===== config.mk =====
export PLATFORM = sky130hd
export DESIGN_NAME = masked_multi_pattern_byte_search
export DESIGN_NICKNAME = d
export VERILOG_FILES = /design/src/hdl/mmpbs_pkg.sv /design/src/hdl/mmpbs_ctrl.sv /design/src/hdl/mmpbs_dp.sv /design/src/hdl/masked_multi_pattern_byte_search.sv
export SDC_FILE = /design/constraint.sdc
export NUM_CORES = 2
export LEC_CHECK = 0
export ABC_CLOCK_PERIOD_IN_PS = 15700
export BUFFER_PORTS_ARGS = -buffer_cell sky130_fd_sc_hd__clkbuf_2
export CORE_ASPECT_RATIO = 0.7
export CORE_MARGIN = 8
export CORE_UTILIZATION = 29
export CTS_BUF_LIST = sky130_fd_sc_hd__clkbuf_4 sky130_fd_sc_hd__clkbuf_8
export DETAILED_ROUTE_END_ITERATION = 8
export PLACE_DENSITY = 0.42
export REMOVE_ABC_BUFFERS = 1
export SLEW_MARGIN = 40
export SYNTH_ARGS = -nofsm -noshare
export SYNTH_HDL_FRONTEND = slang
export SYNTH_SLANG_ARGS = --single-unit

===== constraint.sdc =====
create_clock -name clk -period 15.7 [get_ports clk]
set_clock_uncertainty 0.05 [all_clocks]
set_input_delay 3.14 -clock clk [delete_from_list [all_inputs] [get_ports clk]]
set_output_delay 3.14 -clock clk [all_outputs]
set_load 0.03 [all_outputs]

===== src/hdl/mmpbs_pkg.sv =====
// shared types and codes for the masked multi-pattern byte search
package mmpbs_pkg;

    localparam int OPCODE_W   = 2;
    localparam int PIDX_W     = 3;
    localparam int EIDX_W     = 4;
    localparam int BYTE_W     = 8;
    localparam int PLEN_W     = 5;
    localparam int GROUP_W    = 3;
    localparam int OFFSET_W   = 32;
    localparam int PCOUNT_W   = 4;

    typedef enum logic [OPCODE_W-1:0] {
        OP_LOAD_ELEM   = 2'd0,
        OP_LOAD_HEADER = 2'd1,
        OP_BYTE        = 2'd2,
        OP_NONE        = 2'd3
    } op_t;

    localparam logic KIND_MATCH   = 1'b0;
    localparam logic KIND_SUMMARY = 1'b1;

    typedef enum logic [2:0] {
        ST_IDLE,
        ST_EVAL,
        ST_PRIME,
        ST_CHECK,
        ST_SHIFT,
        ST_SUMMARY,
        ST_FINISH
    } state_t;

    // controller to datapath
    typedef struct packed {
        logic in_take;
        logic rd_first;
        logic rd_next;
        logic hit_take;
        logic shift;
        logic sum_take;
        logic flush;
    } cmd_t;

    // datapath to controller
    typedef struct packed {
        logic last_b;
        logic fill_full;
        logic fill_one;
        logic fin;
        logic cnt_zero;
        logic hit;
        logic done;
        logic pend_valid;
        logic slot_free;
    } sts_t;

endpackage


===== src/hdl/mmpbs_ctrl.sv =====
// sequencing state machine for the byte search
module mmpbs_ctrl
    import mmpbs_pkg::*;
(
    input  logic                clk,
    input  logic                rst_n,
    input  logic                in_valid,
    input  logic [OPCODE_W-1:0] opcode,
    output logic                in_ready,
    input  sts_t                sts,
    output cmd_t                cmd
);

    state_t state_reg;
    state_t state_next;

    always_ff @(posedge clk or negedge rst_n)
    begin
        if (!rst_n)
        begin
            state_reg <= ST_IDLE;
        end
        else
        begin
            state_reg <= state_next;
        end
    end

    always_comb
    begin
        state_next = state_reg;
        cmd        = '0;
        in_ready   = 1'b0;
        unique case (state_reg)
            ST_IDLE:
            begin
                in_ready     = 1'b1;
                cmd.in_take  = in_valid;
                if (in_valid && (op_t'(opcode) == OP_BYTE))
                begin
                    state_next = ST_EVAL;
                end
            end
            ST_EVAL:
            begin
                if (!sts.last_b)
                begin
                    if (!sts.fill_full)
                    begin
                        state_next = ST_FINISH;
                    end
                    else if (sts.fin || sts.cnt_zero)
                    begin
                        state_next = ST_SHIFT;
                    end
                    else
                    begin
                        state_next = ST_PRIME;
                    end
                end
                else if (sts.fin || sts.cnt_zero)
                begin
                    state_next = ST_SUMMARY;
                end
                else
                begin
                    state_next = ST_PRIME;
                end
            end
            ST_PRIME:
            begin
                cmd.rd_first = 1'b1;
                state_next   = ST_CHECK;
            end
            ST_CHECK:
            begin
                // a hit waits while both result slots are full
                if (!(sts.hit && sts.pend_valid && !sts.slot_free))
                begin
                    cmd.hit_take = sts.hit;
                    if (sts.done)
                    begin
                        state_next = ST_SHIFT;
                    end
                    else
                    begin
                        cmd.rd_next = 1'b1;
                    end
                end
            end
            ST_SHIFT:
            begin
                cmd.shift = 1'b1;
                if (!sts.last_b)
                begin
                    state_next = ST_FINISH;
                end
                else if (sts.fill_one || sts.fin || sts.cnt_zero)
                begin
                    state_next = ST_SUMMARY;
                end
                else
                begin
                    state_next = ST_PRIME;
                end
            end
            ST_SUMMARY:
            begin
                if (!sts.pend_valid || sts.slot_free)
                begin
                    cmd.sum_take = 1'b1;
                    state_next   = ST_FINISH;
                end
            end
            ST_FINISH:
            begin
                if (!sts.pend_valid)
                begin
                    state_next = ST_IDLE;
                end
                else if (sts.slot_free)
                begin
                    cmd.flush  = 1'b1;
                    state_next = ST_IDLE;
                end
            end
            default:
            begin
                state_next = ST_IDLE;
            end
        endcase
    end

endmodule


===== src/hdl/mmpbs_dp.sv =====
// pattern table, byte window, row compare and result registers
module mmpbs_dp
    import mmpbs_pkg::*;
#(
    parameter int NUM_PATTERNS    = 8,
    parameter int MAX_PATTERN_LEN = 16
)
(
    input  logic                clk,
    input  logic                rst_n,
    input  logic                cfg_write_en,
    input  logic [PCOUNT_W-1:0] cfg_write_data,
    input  logic [OPCODE_W-1:0] opcode,
    input  logic [PIDX_W-1:0]   pattern_index,
    input  logic [EIDX_W-1:0]   element_index,
    input  logic [BYTE_W-1:0]   match_value,
    input  logic [BYTE_W-1:0]   mask_value,
    input  logic [PLEN_W-1:0]   pattern_length,
    input  logic [GROUP_W-1:0]  group_id,
    input  logic                start_disabled,
    input  logic [BYTE_W-1:0]   data_byte,
    input  logic                last_byte,
    output logic                out_valid,
    input  logic                out_ready,
    output logic                kind,
    output logic [PIDX_W-1:0]   match_pattern,
    output logic [OFFSET_W-1:0] match_offset,
    output logic                all_found,
    output logic                last,
    input  cmd_t                cmd,
    output sts_t                sts
);

    localparam int NP = NUM_PATTERNS;
    localparam int ML = MAX_PATTERN_LEN;
    localparam int PW = (NP > 1) ? $clog2(NP) : 1;
    localparam int EW = (ML > 1) ? $clog2(ML) : 1;
    localparam int FW = $clog2(ML + 1);
    localparam int CW = $clog2(NP + 1);

    // pattern memory, one row per pattern, element write enables
    logic [BYTE_W-1:0]   mem_match [NP][ML];
    logic [BYTE_W-1:0]   mem_mask  [NP][ML];
    logic [BYTE_W-1:0]   row_match_reg [ML];
    logic [BYTE_W-1:0]   row_mask_reg  [ML];
    logic [PW-1:0]       cur_reg;

    logic [PLEN_W-1:0]   len_reg [NP];
    logic [GROUP_W-1:0]  grp_reg [NP];
    logic [NP-1:0]       dis_reg;
    logic [PCOUNT_W-1:0] pcount_reg;

    logic [BYTE_W-1:0]   win_reg [ML];
    logic [FW-1:0]       fill_reg;
    logic [OFFSET_W-1:0] pos_reg;
    logic                fin_reg;
    logic                lastb_reg;

    logic                pend_valid_reg;
    logic                pend_kind_reg;
    logic [PIDX_W-1:0]   pend_pat_reg;
    logic [OFFSET_W-1:0] pend_off_reg;
    logic                pend_all_reg;
    logic                out_valid_reg;
    logic                out_kind_reg;
    logic [PIDX_W-1:0]   out_pat_reg;
    logic [OFFSET_W-1:0] out_off_reg;
    logic                out_all_reg;
    logic                out_last_reg;

    logic [CW-1:0]       cnt;
    logic [NP-1:0]       act_mask;
    logic [ML-1:0]       elem_ok;
    logic [PLEN_W-1:0]   cur_len;
    logic                len_ok;
    logic                hit;
    logic [NP-1:0]       dis_hit;
    logic                fin_new;
    logic                ptr_end;
    logic [PW-1:0]       rd_addr;
    logic [OFFSET_W-1:0] cur_off;
    logic                in_elem;
    logic                in_head;
    logic                in_byte;
    logic                load;
    logic                push;
    logic                slot_free;

    assign in_elem = cmd.in_take && (op_t'(opcode) == OP_LOAD_ELEM)
                     && (int'(pattern_index) < NP) && (int'(element_index) < ML);
    assign in_head = cmd.in_take && (op_t'(opcode) == OP_LOAD_HEADER)
                     && (int'(pattern_index) < NP);
    assign in_byte = cmd.in_take && (op_t'(opcode) == OP_BYTE);

    assign cnt = (int'(pcount_reg) > NP) ? CW'(NP) : CW'(pcount_reg);

    always_comb
    begin
        for (int q = 0; q < NP; q++)
        begin
            act_mask[q] = (q < int'(cnt));
        end
    end

    // one pattern row against the whole window in parallel
    assign cur_len = len_reg[cur_reg];
    assign len_ok  = (int'(cur_len) <= ML) && (int'(cur_len) <= int'(fill_reg));

    always_comb
    begin
        for (int x = 0; x < ML; x++)
        begin
            elem_ok[x] = (x >= int'(cur_len))
                         || ((win_reg[x] & row_mask_reg[x]) == row_match_reg[x]);
        end
    end

    assign hit = !dis_reg[cur_reg] && len_ok && (&elem_ok);

    // group knock-out for the pattern under test
    always_comb
    begin
        for (int q = 0; q < NP; q++)
        begin
            dis_hit[q] = dis_reg[q]
                         || (act_mask[q] && (grp_reg[q] == grp_reg[cur_reg]));
        end
    end

    assign fin_new = &(dis_hit | ~act_mask);
    assign ptr_end = (int'(cur_reg) + 1) >= int'(cnt);
    assign rd_addr = cmd.rd_first ? '0 : PW'(int'(cur_reg) + 1);
    assign cur_off = pos_reg - OFFSET_W'(fill_reg);

    assign slot_free = !out_valid_reg || out_ready;
    assign load      = cmd.hit_take || cmd.sum_take;
    assign push      = (load && pend_valid_reg) || cmd.flush;

    assign sts.last_b     = lastb_reg;
    assign sts.fill_full  = (int'(fill_reg) == ML);
    assign sts.fill_one   = (fill_reg == FW'(1));
    assign sts.fin        = fin_reg;
    assign sts.cnt_zero   = (cnt == '0);
    assign sts.hit        = hit;
    assign sts.done       = ptr_end || (hit && fin_new);
    assign sts.pend_valid = pend_valid_reg;
    assign sts.slot_free  = slot_free;

    always_ff @(posedge clk)
    begin
        if (in_elem)
        begin
            mem_match[PW'(pattern_index)][EW'(element_index)] <= match_value;
            mem_mask[PW'(pattern_index)][EW'(element_index)]  <= mask_value;
        end
        if (cmd.rd_first || cmd.rd_next)
        begin
            row_match_reg <= mem_match[rd_addr];
            row_mask_reg  <= mem_mask[rd_addr];
            cur_reg       <= rd_addr;
        end
    end

    always_ff @(posedge clk)
    begin
        if (in_head)
        begin
            len_reg[PW'(pattern_index)] <= pattern_length;
            grp_reg[PW'(pattern_index)] <= group_id;
        end
        if (in_byte)
        begin
            lastb_reg <= last_byte;
        end
        if (load)
        begin
            pend_kind_reg <= cmd.sum_take ? KIND_SUMMARY : KIND_MATCH;
            pend_pat_reg  <= cmd.sum_take ? '0 : PIDX_W'(cur_reg);
            pend_off_reg  <= cmd.sum_take ? pos_reg : cur_off;
            pend_all_reg  <= cmd.sum_take ? fin_reg : fin_new;
        end
        if (push)
        begin
            out_kind_reg <= pend_kind_reg;
            out_pat_reg  <= pend_pat_reg;
            out_off_reg  <= pend_off_reg;
            out_all_reg  <= pend_all_reg;
            out_last_reg <= cmd.flush;
        end
    end

    always_ff @(posedge clk or negedge rst_n)
    begin
        if (!rst_n)
        begin
            pcount_reg     <= '0;
            dis_reg        <= '1;
            fill_reg       <= '0;
            pos_reg        <= '0;
            fin_reg        <= 1'b0;
            pend_valid_reg <= 1'b0;
            out_valid_reg  <= 1'b0;
            for (int i = 0; i < ML; i++)
            begin
                win_reg[i] <= '0;
            end
        end
        else
        begin
            if (cfg_write_en)
            begin
                pcount_reg <= cfg_write_data;
            end
            if (in_head)
            begin
                dis_reg[PW'(pattern_index)] <= start_disabled;
            end
            if (cmd.hit_take)
            begin
                dis_reg <= dis_hit;
                fin_reg <= fin_new;
            end
            if (in_byte)
            begin
                for (int i = 0; i < ML; i++)
                begin
                    if (int'(fill_reg) == i)
                    begin
                        win_reg[i] <= data_byte;
                    end
                end
                fill_reg <= fill_reg + FW'(1);
                pos_reg  <= pos_reg + OFFSET_W'(1);
            end
            if (cmd.shift)
            begin
                for (int i = 0; i < ML - 1; i++)
                begin
                    win_reg[i] <= win_reg[i+1];
                end
                win_reg[ML-1] <= '0;
                fill_reg      <= fill_reg - FW'(1);
            end
            if (cmd.sum_take)
            begin
                for (int i = 0; i < ML; i++)
                begin
                    win_reg[i] <= '0;
                end
                fill_reg <= '0;
                pos_reg  <= '0;
                fin_reg  <= 1'b0;
            end
            if (load)
            begin
                pend_valid_reg <= 1'b1;
            end
            else if (cmd.flush)
            begin
                pend_valid_reg <= 1'b0;
            end
            out_valid_reg <= (out_valid_reg && !out_ready) || push;
        end
    end

    assign out_valid     = out_valid_reg;
    assign kind          = out_kind_reg;
    assign match_pattern = out_pat_reg;
    assign match_offset  = out_off_reg;
    assign all_found     = out_all_reg;
    assign last          = out_last_reg;

endmodule


===== src/hdl/masked_multi_pattern_byte_search.sv =====
// top level of the masked multi-pattern byte search
//
//  channel  | handshake             | carries
//  ---------+-----------------------+--------------------------------------------
//  input    | in_valid / in_ready   | opcode, load fields, data_byte, last_byte
//  output   | out_valid / out_ready | kind, match_pattern, match_offset, all_found, last
//  config   | cfg_write_en          | cfg_write_data (pattern_count)
//
// a load is taken in the idle state; a buffer byte that does not fill the window only
// passes evaluate and finish; a full window reads one pattern row per cycle from the
// pattern memory unless a hit waits; the last byte runs that loop per held position
// reset clears the window, counters and result slots and disables every pattern
// a request waits while a byte runs, stalled only if output and pending slots are full
module masked_multi_pattern_byte_search
    import mmpbs_pkg::*;
#(
    parameter int NUM_PATTERNS    = 8,
    parameter int MAX_PATTERN_LEN = 16
)
(
    input  logic                clk,
    input  logic                rst_n,
    input  logic                cfg_write_en,
    input  logic [PCOUNT_W-1:0] cfg_write_data,
    input  logic                in_valid,
    output logic                in_ready,
    input  logic [OPCODE_W-1:0] opcode,
    input  logic [PIDX_W-1:0]   pattern_index,
    input  logic [EIDX_W-1:0]   element_index,
    input  logic [BYTE_W-1:0]   match_value,
    input  logic [BYTE_W-1:0]   mask_value,
    input  logic [PLEN_W-1:0]   pattern_length,
    input  logic [GROUP_W-1:0]  group_id,
    input  logic                start_disabled,
    input  logic [BYTE_W-1:0]   data_byte,
    input  logic                last_byte,
    output logic                out_valid,
    input  logic                out_ready,
    output logic                kind,
    output logic [PIDX_W-1:0]   match_pattern,
    output logic [OFFSET_W-1:0] match_offset,
    output logic                all_found,
    output logic                last
);

    cmd_t cmd;
    sts_t sts;

    mmpbs_ctrl u_ctrl (
        .clk      (clk),
        .rst_n    (rst_n),
        .in_valid (in_valid),
        .opcode   (opcode),
        .in_ready (in_ready),
        .sts      (sts),
        .cmd      (cmd)
    );

    mmpbs_dp #(
        .NUM_PATTERNS    (NUM_PATTERNS),
        .MAX_PATTERN_LEN (MAX_PATTERN_LEN)
    ) u_dp (
        .clk            (clk),
        .rst_n          (rst_n),
        .cfg_write_en   (cfg_write_en),
        .cfg_write_data (cfg_write_data),
        .opcode         (opcode),
        .pattern_index  (pattern_index),
        .element_index  (element_index),
        .match_value    (match_value),
        .mask_value     (mask_value),
        .pattern_length (pattern_length),
        .group_id       (group_id),
        .start_disabled (start_disabled),
        .data_byte      (data_byte),
        .last_byte      (last_byte),
        .out_valid      (out_valid),
        .out_ready      (out_ready),
        .kind           (kind),
        .match_pattern  (match_pattern),
        .match_offset   (match_offset),
        .all_found      (all_found),
        .last           (last),
        .cmd            (cmd),
        .sts            (sts)
    );

endmodule


-- Yosys cells after proc, flatten, opt, wreduce, memory -nomap -nowiden
Memory sizes are Yosys's and may differ from the RTL's. A register that Yosys moved wholly into a read port is not among the register bits.
Cells that the tools add are included.
- flip-flop bits (word level): 262
- memory bits (writable): 2112
- output and inout bits: 40
- memories kept: 4
- $add $sub $neg: 5
- $lt $le $gt $ge: 33
- equality and inequality tests: 54
- multiplexer cells: 73
- bitwise gates (word level): 19
- reduce and logical (&&, ||, !) cells: 105
- memory list (name ; depth ; bits a word ; read ports ; clocked after Yosys merged registers in ; wr ports ; RTL line ; text):
    u_dp.mem_mask ; 8 ; 128 ; 1 ; 1 ; 1 ; mmpbs_dp.sv:43 ; logic [BYTE_W-1:0] mem_mask [NP][ML];
    u_dp.mem_match ; 8 ; 128 ; 1 ; 1 ; 1 ; mmpbs_dp.sv:42 ; logic [BYTE_W-1:0] mem_match [NP][ML];
    u_dp.len_reg ; 8 ; 5 ; 1 ; 1 ; 1 ; mmpbs_dp.sv:48 ; logic [PLEN_W-1:0] len_reg [NP];
    u_dp.grp_reg ; 8 ; 3 ; 9 ; 1 ; 1 ; mmpbs_dp.sv:49 ; logic [GROUP_W-1:0] grp_reg [NP];
- operators with widths (kind ; number):
    $mux 128 ; 4
    $mux 8 ; 19
    $and 8x8->8 ; 16
    $eq 8x8->1 ; 16
    $mux 32 ; 3
    $reduce_bool 3->1 ; 17
    $eq 5x5->1 const B ; 9
    $mux 3 ; 15
    $ge 4x5->1 const A ; 8
    $logic_or 1x1->1 ; 34
    $add 32x1->32 const B ; 1
    $demux 8 s4 ; 1
    $ge 32x5->1 ; 1
    $reduce_and 2->1 ; 16
    $sub 32x5->32 ; 1
    $eq 3x3->1 ; 8
    $logic_and 1x1->1 ; 22
    $mux 1 ; 21
    $pmux 3 s7 ; 1
    $eq 5x4->1 const B ; 4
    $ge 3x5->1 const A ; 4
    $lt 3x4->1 const A ; 4
    $reduce_and 16->1 ; 1
    $mux 5 ; 3
    other kinds (41) ; 60

-- Depth between registers and ports, before layout
- depth in word-level cells: 16
- depth in mapped cells: 17

-- Hierarchy
Synthesis repeated with hierarchy kept, for this count alone.
- cell total of the unflattened synthesis: 6013
- area total of the unflattened synthesis: 102029.1 um^2
- modules (own cells, without submodules) (module ; times used ; cells each ; area each (um^2)):
    mmpbs_dp ; 1 ; 5961 ; 101665.0
    mmpbs_ctrl ; 1 ; 52 ; 364.1

-- Worst setup path before layout
No wires, ideal clock.
- kind: input to register
- start: in out_ready
- end: reg u_dp.cur_reg[0] (enable)
- arrival time: 9305 ps
- slack: 3730 ps
- stages on the path: 4
- buffers on the path: 0
- path through: nor2b_1 > nand2_1 > o211ai_1 > nand3_1
- word-level cells in the longest chain between the ends: 6
- RTL lines (item ; RTL line ; text):
    from (decl) ; masked_multi_pattern_byte_search.sv:38 ; input logic out_ready,
    $logic_or 1x1->1 ; mmpbs_dp.sv:135 ; assign slot_free = !out_valid_reg || out_ready;
    $logic_not 1->1 ; mmpbs_ctrl.sv:78 ; if (!(sts.hit && sts.pend_valid && !sts.slot_free))
    $logic_and 1x1->1 ; mmpbs_ctrl.sv:78 ;
    $mux 2 ; mmpbs_ctrl.sv:78 ;
    $mux 2 ; mmpbs_ctrl.sv:34 ; unique case (state_reg)
    $logic_or 1x1->1 ; mmpbs_dp.sv:156 ; if (cmd.rd_first || cmd.rd_next)
    to (signal assigned) ; mmpbs_dp.sv:160 ; cur_reg <= rd_addr;
    to (decl) ; mmpbs_dp.sv:46 ; logic [PW-1:0] cur_reg;
Every way passes these cells.
A chain may end at the register's enable or synchronous reset.

==> impl_metrics.env <==
export IMPL_outcome="finished, final reports clean"
export IMPL_fin_cells=12820
export IMPL_dpl_hpwl_um=193500
export IMPL_drc_errors=0
export IMPL_slew_violations=0
export IMPL_overflow=0
export IMPL_cap_violations=0
export IMPL_power_density_nw_per_um2=208.3
export IMPL_ios=92
export IMPL_seq_area_frac_synth=0.7523
export IMPL_clock_sinks=2633
export IMPL_min_from="u_dp.pend_off_reg[11]$_DFFE_PP_"
export IMPL_firstDrtPassIters=6
export IMPL_crit_end="u_dp.row_mask_reg[17]$_DFFE_PN_"
export IMPL_peakVddDrop_uv=190.6
export IMPL_worst_slew_pin_slew_ns=0.9899
export IMPL_die_height_um=516.7
export IMPL_antenna_found_initial=51
export IMPL_clock_path_buffers=4
export IMPL_max_slew_margin=0.3400
export IMPL_root_buffer="clkbuf_8"
export IMPL_synth_async_reset_ratio=0.06950
export IMPL_ant_nets=0
export IMPL_worst_r2r_setup_slack_ns=9.83
export IMPL_p_leak_nw=40.26
export IMPL_crit_path_end_kind="flop"
export IMPL_rsz0062_at_grt="false"
export IMPL_port_buffers=91
export IMPL_wl_um=329900
export IMPL_setup_tns_ns=0
export IMPL_multi_input_area_um2=24080
export IMPL_period_minus_slack_ns=5.871
export IMPL_design_area_um2=118700
export IMPL_cts_tree="done"
export IMPL_area_delta_synth_final_pct=14.32
export IMPL_drive_above_1_share=0.1379
export IMPL_ys_ff_latch=2633
export IMPL_dpl_cell_count=12090
export IMPL_die_width_um=731.2
export IMPL_grt_pass1_wl_um=466400
export IMPL_holdWs_ns=0.3781
export IMPL_wl_per_cell_um=25.73
export IMPL_fp_row_count=184
export IMPL_clk_latency_ns=1.06
export IMPL_setup_viol_count_final=0
export IMPL_avgSynthCellArea_um2=13.89
export IMPL_fin_ws_ns=9.829
export IMPL_place_congestion=0.7968
export IMPL_final_util=0.3318
export IMPL_totalPowerFinal_mw=24.73
export IMPL_cts_setup_buffers=0
export IMPL_synth_warnings=0
export IMPL_ys_types=75
export IMPL_h_tree_depth=5
export IMPL_grt_usage=0.1688
export IMPL_ctsHoldBuffers=0
export IMPL_cp_start_kind="flop"
export IMPL_crit_type="reg2reg"
export IMPL_fin_crit_sh=0.3740
export IMPL_crit_required_ns=16.26
export IMPL_hold_class="reg2reg"
export IMPL_worst_path_max_fanout=51
export IMPL_vias=63370
export IMPL_syn_instance_count=7477
export IMPL_initial_core_util=0.2903
export IMPL_synth_area_um2=103800
export IMPL_cp_arrival_ns=6.43
export IMPL_pre_cts_slack_ns=8.991
export IMPL_hold_viol=0
export IMPL_dpl_cell_area_um2=110800
export IMPL_via_per_inst=4.941
export IMPL_reg2regPathDepth=15
export IMPL_drt_iter0_drc=6435
export IMPL_layout_nets=7840
export IMPL_grt_start_max_net_pins=171
export IMPL_ys_flop_type="edfxtp_1"
export IMPL_max_freq_ghz=0.1703
export IMPL_worstReg2RegEnd="u_dp.row_mask_reg[17]$_DFFE_PN_"
export IMPL_cts_clk_slew_worst_paths_ns=0.07
export IMPL_cts_buffers=413
export IMPL_synth_edf_count=2447
export IMPL_core_area_um2=357800
export IMPL_regArea_um2=78130
export IMPL_grt_pass1_vias=61020
export IMPL_reg_top3="u_dp.mem_mask (1024), u_dp.mem_match (1024)"
export IMPL_cts_resized_gates=0
export IMPL_fillCellCount=35150
export IMPL_die_area_um2=377800
==> area by class of cell <==
class | instances | share of cell area
Multi-Input combinational cell | 4357 | 0.2028
Clock inverter | 158 | 0.007388
Clock buffer | 562 | 0.05778
Sequential cell | 2633 | 0.6581
Antenna cell | 11 | 0.0002319
Timing Repair Buffer | 334 | 0.02261
Inverter | 26 | 0.001033
Tap cell | 4743 | 0.04999
==> synthesized netlist by cell type (20+ instances only) <==
master	n	share of area
a211oi_1	22	0.0016
a21boi_0	25	0.0018
a21o_1	21	0.0015
a21oi_1	210	0.010
a221oi_1	64	0.0054
a31o_2	64	0.0054
and3_1	54	0.0033
and3b_1	23	0.0019
buf_1	48	0.0017
clkbuf_1	406	0.015
dfrtp_1	175	0.042
edfxtp_1	2447	0.71
ha_1	22	0.0027
inv_1	22	0.00080
mux2i_1	334	0.032
nand2_1	1253	0.045
nand3_1	760	0.037
nand4_1	33	0.0020
nor2_1	228	0.0082
nor3_1	24	0.0012
o21ai_0	899	0.043
o22a_1	20	0.0017
or3_1	22	0.0013
xnor2_1	47	0.0040
xor2_1	79	0.0067
==> metal layers <==
| layer | track usage | part of all wire |
|---|---|---|
| met5 | 0 | 0 |
| met4 | 0.03462 | 0.018 |
| met3 | 0.02881 | 0.069 |
| met2 | 0.2381 | 0.41 |
| met1 | 0.2688 | 0.50 |
==> placed cells by master (no fill, tap or decap), drive strengths merged, types with 7 or more instances in the layout <==
master / instances
edfxtp: 2447
nand2: 1255
o21ai: 899
nand3: 760
clkbuf: 636
mux2i: 336
buf: 260
nor2: 228
a21oi: 210
dfrtp: 175
clkinv: 135
xor2: 79
a221oi: 64
a31o: 64
and3: 54
xnor2: 47
inv: 38
nand4: 33
a21boi: 25
nor3: 24
and3b: 23
a211oi: 22
ha: 22
or3: 22
a21o: 21
o22a: 20
nor4: 16
a31oi: 16
mux4: 12
diode: 11
mux2: 9
nor2b: 9
nand3b: 8
dfstp: 8
nand2b: 7
clkinvlp: 7
o31ai: 7
==> critical path, stage by stage (launching register included) <==
cell and delay, ns:
dfxtp_1 0.73, nor2b_1 0.20, a22o_1 0.25, a221oi_1 0.62, ha_1 0.38, o21a_1 0.17, o22ai_1 0.13, a21oi_1 0.07
a311oi_2 0.19, nand3_1 0.10, a2111o_1 0.49, o21ai_0 0.39, nand3_4 0.53, buf_4 0.45, buf_12 0.22, buf_4 0.37
==> cell families after synthesis <==
logic type / after synthesis / synth area share
simple gates: 2466 / 0.1044
flops: 2633 / 0.7523
buf+inv: 487 / 0.01793
mux: 357 / 0.03621
compound gates: 1384 / 0.07551
fa+ha+maj: 24 / 0.002940
xor+xnor: 126 / 0.01063
==> how the worst min path moves through the flow <==
stage / cells after the start / to / slack, ns
floorplan: 0 / u_dp.all_found$_DFFE_PP_ / 0.35
global placement: 0 / u_dp.match_offset[4]$_DFFE_PP_ / 0.36
detailed placement: 0 / u_dp.match_offset[23]$_DFFE_PP_ / 0.36
CTS: 0 / u_dp.match_offset[5]$_DFFE_PP_ / 0.38
global route: 0 / u_dp.match_offset[5]$_DFFE_PP_ / 0.38
finish: 0 / u_dp.match_offset[11]$_DFFE_PP_ / 0.38
==> power breakdown <==
part | internal, mW | switching, mW
sequential | 8.82 | 0.700
clock | 2.89 | 2.78
combinational | 2.76 | 6.77
Power figures use the tool's default switching activity.
